==> config.mk <==
export PLATFORM = sky130hd
export DESIGN_NAME = kff_div
export DESIGN_NICKNAME = d
export VERILOG_FILES = /design/src/kff_pkg.sv /design/src/kff_div.sv
export SDC_FILE = /design/constraint.sdc
export NUM_CORES = 1
export LEC_CHECK = 0
export BUFFER_PORTS_ARGS = -buffer_cell sky130_fd_sc_hd__buf_2
export CORE_UTILIZATION = 40
export DETAILED_ROUTE_END_ITERATION = 12
export MAX_ROUTING_LAYER = met4
export PLACE_DENSITY_LB_ADDON = 0.12
export SYNTH_ARGS = -nofsm -noshare
export SYNTH_HDL_FRONTEND = slang
export SYNTH_SLANG_ARGS = --single-unit
export TNS_END_PERCENT = 1
==> constraint.sdc <==
create_clock -name clk -period 5.9 [get_ports clk]
set_input_delay 0.295 -clock clk [delete_from_list [all_inputs] [get_ports clk]]
set_output_delay 0.295 -clock clk [all_outputs]
set_load 0.01 [all_outputs]
==> src/kff_pkg.sv <==
// ----------------------------------------------------------------------------
// kff_pkg
// Shared types, constants and helpers for the scalar-observation Kalman filter.
// ----------------------------------------------------------------------------
package kff_pkg;

  localparam int DIV_W = 64;   // divider dividend / quotient width
  localparam int DVS_W = 31;   // divider divisor width
  localparam int NV_W  = 31;   // observation noise register width

  // ln 2 in Q1.31 (ln 2 * 2^32 is even, so halving it is exact)
  localparam logic signed [31:0] LN2_Q31    = 32'sd1488522236;
  localparam logic signed [63:0] LN_2PI_Q32 = 64'sd7893621894;
  localparam logic [NV_W-1:0]    NV_RESET   = 31'd65536;

  typedef enum logic [2:0] {
    MODE_PHI   = 3'd0,
    MODE_QN    = 3'd1,
    MODE_PRIOR = 3'd2,
    MODE_START = 3'd3,
    MODE_STEP  = 3'd4
  } mode_t;

  function automatic logic signed [31:0] sat32(input logic signed [63:0] v);
    if (v > 64'sd2147483647) begin
      sat32 = 32'sh7fffffff;
    end else if (v < -64'sd2147483648) begin
      sat32 = 32'sh80000000;
    end else begin
      sat32 = v[31:0];
    end
  endfunction

endpackage

==> src/kff_div.sv <==
// ----------------------------------------------------------------------------
// kff_div
// Restoring unsigned divider, one quotient bit per cycle, registered result.
// ----------------------------------------------------------------------------
module kff_div (
  input  logic                        clk,
  input  logic                        rst_n,
  input  logic                        start,
  input  logic [kff_pkg::DIV_W-1:0]   dividend,
  input  logic [kff_pkg::DVS_W-1:0]   divisor,
  output logic                        done,
  output logic [kff_pkg::DIV_W-1:0]   quotient
);
  import kff_pkg::*;

  localparam int CW = $clog2(DIV_W);
  localparam logic [CW-1:0] CNT_LAST = CW'(DIV_W - 1);

  logic             busy_r;
  logic             done_r;
  logic [CW-1:0]    cnt_r;
  logic [DVS_W-1:0] rem_r;
  logic [DVS_W-1:0] dvs_r;
  logic [DIV_W-1:0] quo_r;
  logic [DVS_W:0]   trial;
  logic             fits;

  assign trial = {rem_r, quo_r[DIV_W-1]};
  assign fits  = (trial >= {1'b0, dvs_r});

  always_ff @(posedge clk) begin
    if (!rst_n) begin
      busy_r <= 1'b0;
      done_r <= 1'b0;
      cnt_r  <= '0;
    end else begin
      done_r <= 1'b0;
      if (start) begin
        busy_r <= 1'b1;
        cnt_r  <= '0;
        rem_r  <= '0;
        dvs_r  <= divisor;
        quo_r  <= dividend;
      end else if (busy_r) begin
        rem_r <= fits ? DVS_W'(trial - {1'b0, dvs_r}) : trial[DVS_W-1:0];
        quo_r <= {quo_r[DIV_W-2:0], fits};
        cnt_r <= cnt_r + CW'(1);
        if (cnt_r == CNT_LAST) begin
          busy_r <= 1'b0;
          done_r <= 1'b1;
        end
      end
    end
  end

  assign done     = done_r;
  assign quotient = quo_r;

endmodule

Word-level counts from Yosys, hierarchy flattened
Index checks and enable logic that the tools add are counted.

operators by class
  $add $sub $neg = 2
  $lt $le $gt $ge = 1
  equality and inequality tests = 1
  mux-type cells = 8
  bitwise logic cells = 2
  reductions and logical operators = 5

operators by type and width
  operator                                                        number
  64-bit 2-to-1 mux                                               2
  31-bit 2-to-1 mux                                               2
  32-bit by 31-bit greater-or-equal comparator with 1-bit output  1
  31-bit subtractor                                               1
  6-bit by 1-bit adder with 6-bit output (second input constant)  1
  6-bit equality test (second input constant)                     1
  1-bit 2-to-1 mux                                                4
  2-bit AND reduction                                             2
  3-bit OR reduction                                              1
  1-bit inverter                                                  2
  2-bit nonzero test                                              1
  2-bit OR reduction                                              1

storage, ports and cells
  bits in registers = 134
  output and inout bits = 65

Logic depth before layout (Yosys ltp)
  word-level depth = 4
  gate-level depth with buffers = 13
  gate-level depth less buffers = 11

Worst setup path before layout
OpenSTA, ideal clock, no wires.

  kind = reg2reg
  start point = reg busy_r
  end point = reg busy_r
  library setup time = 68 ps
  arrival = 3124 ps
  path slack = 2709 ps
  cell stages (with the launch flop) = 4
  buffers on the path = 1
  cell sequence = dfxtp_1 -> clkbuf_1 -> o21a_1 -> o41a_1

on the way
  cells in the longest elaborated chain, start to end = 2

ends and longest elaborated chain
  what                      RTL line       source
  start: declaration        kff_div.sv:19  logic busy_r;
  start signal: assignment  kff_div.sv:33  busy_r <= 1'b0;
  start signal: assignment  kff_div.sv:39  busy_r <= 1'b1;
  start signal: assignment  kff_div.sv:49  busy_r <= 1'b0;
  1-bit 2-to-1 mux          kff_div.sv:44  end else if (busy_r) begin
  1-bit 2-to-1 mux          kff_div.sv:38  if (start) begin

No other way between the ends.
A chain may end at the register's enable or synchronous reset.

Final worst setup path
  start point = reg quo_r[63] (netlist: quotient[63])
  end point = reg rem_r[27] (data pin)

on the way
  cells in the longest elaborated chain, start to end = 3
  elaborated cells on any way between the ends = 4

ends and longest elaborated chain
  what                                                                                                 RTL line                      source
  start: declaration                                                                                   kff_div.sv:24                 logic [DIV_W-1:0] quo_r;
  start signal: assignment                                                                             kff_div.sv:43                 quo_r <= dividend;
  start signal: assignment                                                                             kff_div.sv:46                 quo_r <= {quo_r[DIV_W-2:0], fits};
  31-bit subtractor or 32-bit by 31-bit greater-or-equal comparator with 1-bit output (tied branches)  kff_div.sv:45, kff_div.sv:29
  31-bit 2-to-1 mux *                                                                                  kff_div.sv:45                 rem_r <= fits ? DVS_W'(trial - {1'b0, dvs_r}) : trial[DVS_W-1:0];
  31-bit 2-to-1 mux *                                                                                  kff_div.sv:44
  end signal: assignment                                                                               kff_div.sv:45
  end: declaration                                                                                     kff_div.sv:22                 logic [DVS_W-1:0] rem_r;

Mark *: on every way between the ends. The rest lies on a longest branch, timed or not. The select of a mux whose other input is x is not followed.

==> results.sh <==
export IMPL_run_status="finished, final reports clean"
export IMPL_grt_setup_unrepaired="false"
export IMPL_pin_count=163
export IMPL_mappedNetlistNets=734
export IMPL_finalPower_uw=2900
export IMPL_post_route_cells_drive_above_1_share_pct=38.2
export IMPL_timing_critical_path_to="rem_r[27]$_SDFFCE_PP0P_"
export IMPL_cts_hold_buf=0
export IMPL_clock_skew_final_ps=8.60
export IMPL_drt_pass1_iterations=4
export IMPL_tritoncts="built"
export IMPL_r2r_start="quotient[63]$_DFFE_PP_"
export IMPL_cts_root_buffer="sky130_fd_sc_hd__clkbuf_16"
export IMPL_fmaxAchievable_ghz=0.301
export IMPL_grt_remaining_overflow=0
export IMPL_timing_rr_end="rem_r[27]$_SDFFCE_PP0P_"
export IMPL_timing_reg2reg_setup_slack_ps=2580
export IMPL_routed_wire_length_per_instance_um=17.0
export IMPL_synthesis_yosys_warnings=0
export IMPL_place_detailed_instances=972
export IMPL_cp_slowest_cell="sky130_fd_sc_hd__a31o_1"
export IMPL_clkSlewWorstSetupHoldPaths_ps=60
export IMPL_ys_flop_type="sky130_fd_sc_hd__edfxtp_1"
export IMPL_vias_in_the_first_global_route=5428
export IMPL_postCtsSetupRepairBufs=0
export IMPL_cts_inserted_buffers=17
export IMPL_finalMaxSlewViolations=0
export IMPL_wirelength_mm=17.0
export IMPL_power_leakage_uw=0.00374
export IMPL_netlist_top_cells_area="sky130_fd_sc_hd__edfxtp_1, sky130_fd_sc_hd__mux2_2, sky130_fd_sc_hd__ha_1"
export IMPL_cp_slowest_stage_delay_ps=490
export IMPL_place_congestion=0.851
export IMPL_std_cell_rows=49
export IMPL_yosys_top_cells_count="sky130_fd_sc_hd__edfxtp_1, sky130_fd_sc_hd__mux2_2, sky130_fd_sc_hd__nand2_1"
export IMPL_worstPathRequired_ps=6160
export IMPL_dr_first_iter_drc_count=279
export IMPL_ff2ff_path_depth=12
export IMPL_coreArea_um2=18000
export IMPL_final_instance_count_excl_fill=1004
export IMPL_timing_final_crit_share_pct=56.2
export IMPL_yosysTopAreaCellShare_pct=51.5
export IMPL_drv_cap=0
export IMPL_worst_skew_pair_late_latency_ps=420
export IMPL_netlist_area_um2=7350
export IMPL_hold_path_class="in -> reg"
export IMPL_synth_area_leader_cell="sky130_fd_sc_hd__edfxtp_1"
export IMPL_drtAntennaViolNets=0
export IMPL_worstPathMaxFanout=17
export IMPL_peakVddDrop_mv=0.234
export IMPL_yosys_cell_types_count=69
export IMPL_layout_area_overhead_vs_synth_pct=21.4
export IMPL_cts_htree_levels=4
export IMPL_detailed_place_area_um2=8280
export IMPL_yosys_cell_count_top_type="sky130_fd_sc_hd__edfxtp_1"
export IMPL_postSynth_asyncResetShare_pct=0
export IMPL_initial_core_util_pct=40.9
export IMPL_die_h_um=138
export IMPL_synth_enable_flop_cells=126
export IMPL_fp_dieArea_um2=18900
export IMPL_critPathArrivalTime_ps=3580
export IMPL_setup_total_negative_slack_ps=0
export IMPL_criticalPathCategory="reg -> reg"
export IMPL_cts_path_max_buffers=2
export IMPL_grt_first_pass_wirelength_mm=27.1
export IMPL_groute_usage_overall_pct=19.5
export IMPL_timing_final_hold_violations=0
export IMPL_report_final_setup_viol=0
export IMPL_die_w_um=138
export IMPL_num_vias=5284
export IMPL_post_synth_cell_area_avg_um2=12.2
export IMPL_final_cell_area_um2=8920
export IMPL_viasPerCell=5.26
export IMPL_final_core_util_pct=49.6
export IMPL_synth_yosys_seq_area_share_pct=53.7
export IMPL_detailed_place_hpwl_mm=12.0
export IMPL_grt_start_max_net_pins=64
export IMPL_worst_setup_path_startpoint="quotient[63]$_DFFE_PP_"
export IMPL_buffer_ports_inserted=162
export IMPL_timing_slew_headroom_pct=46.3
export IMPL_powerDensity_nw_per_um2=325
export IMPL_grt_antenna_before_repair=0
export IMPL_layout_min_cycle_time_ps=3320
export IMPL_setup_worst_path_end_class="flop"
export IMPL_synth_seq_cells=134
export IMPL_tightestPinTransition_ps=805
export IMPL_finish_net_count=893
export IMPL_worstSetupStartpointType="flop"
export IMPL_postCtsResizedCells=0
export IMPL_cp_cell_sequence="inv_1 -> ha_1 -> fa_1 -> nand2b_1 -> a211oi_2 -> o21ai_1 -> a211o_2 -> nand3_2 -> a31o_1 -> buf_4 -> nor2_1 -> a211oi_2"
export IMPL_clock_sink_count=134
export IMPL_synth_cells=603
export IMPL_drt_drc_violations_left=0
export IMPL_timing_critical_path_mode_cell="sky130_fd_sc_hd__a211oi_2"
export IMPL_num_fill_cells=1662
export IMPL_n_antenna_cell=0
==> flip-flops by register name, indices dropped and copies added (netlist names) <==
register  count
rem_r        31
quotient     64
busy_r        1
done          1
cnt_r         6
dvs_r        31
==> worst max-delay path: cells and delay by family, from the launching register on <==
family / cells / cell delay [ps]
AO/OA/AOI/OAI: 5 / 1400
adder cells (fa/ha/maj): 2 / 590
buffers and inverters: 2 / 400
AND/OR/NAND/NOR: 3 / 380
flip-flops: 1 / 370
==> cell usage in the layout, fill, tap and decap left out, types with 9 or more instances in the layout <==
cell type,n
sky130_fd_sc_hd__buf_2,161
sky130_fd_sc_hd__edfxtp_1,126
sky130_fd_sc_hd__mux2_2,64
sky130_fd_sc_hd__nand2_1,62
sky130_fd_sc_hd__a21oi_1,43
sky130_fd_sc_hd__inv_1,38
sky130_fd_sc_hd__ha_1,32
sky130_fd_sc_hd__nor2_1,26
sky130_fd_sc_hd__o21ai_0,17
sky130_fd_sc_hd__clkbuf_16,17
sky130_fd_sc_hd__a21o_1,14
sky130_fd_sc_hd__xnor2_1,13
sky130_fd_sc_hd__nand3_1,10
sky130_fd_sc_hd__xor2_1,10
sky130_fd_sc_hd__nand4_1,9
==> how the worst min path moves through the flow <==
| stage | start | end | slack [ps] | depth (start not counted) |
|---|---|---|---|---|
| after floorplan | divisor[0] | dvs_r[0]$_DFFE_PP_ | 390 | 0 |
| after global placement | divisor[25] | dvs_r[25]$_DFFE_PP_ | 470 | 1 |
| after detailed placement | divisor[23] | dvs_r[23]$_DFFE_PP_ | 470 | 1 |
| after CTS | divisor[21] | dvs_r[21]$_DFFE_PP_ | 30 | 1 |
| after global routing | divisor[25] | dvs_r[25]$_DFFE_PP_ | 20 | 1 |
| final | divisor[25] | dvs_r[25]$_DFFE_PP_ | 40 | 1 |
==> metrics by stage <==
step | setup slack (ps) | hold WS, ps
2_1_floorplan | 2710 | 394
3_3_place_gp | 2660 | 473
3_5_place_dp | 2580 | 473
4_1_cts | 2560 | 25.6
5_1_grt | 2320 | 20.7
6_report | 2580 | 43.2
==> final cells by class <==
class	count	area (um2)	share of cell area, %
Clock buffer	18	429	4.81
Clock inverter	14	209	2.34
Inverter	39	146	1.64
Multi-Input combinational cell	403	3050	34.2
Sequential cell	134	3940	44.2
Tap cell	229	287	3.21
Timing Repair Buffer	167	851	9.54
==> kinds of logic after synthesis <==
logic type	Yosys count	synth area share, %
simple gates	155	10.9
flops	134	53.7
compound gates	126	12.0
buf+inv	66	4.87
mux	66	10.1
fa+ha+maj	33	5.72
xor+xnor	23	2.74
==> per-layer routing <==
layer / share of wire (%) / wire [um] / track usage, % / vias up
met3: 8.9 / 1510 / 7.43 / 16
met2: 46 / 7900 / 29.9 / 182
met1: 43 / 7370 / 23.7 / 2521
met4: 1.5 / 254 / 6.17 / 0
li1: - / - / - / 2565
met5: 0 / 0 / - / -
==> report_power, final <==
group	internal [uW]	total, uW	switching (uW)
clock network	721	1170	446
registers	1130	1170	36.0
logic	244	563	318
total	2100	2900	800
Power figures use the tool's default switching activity.
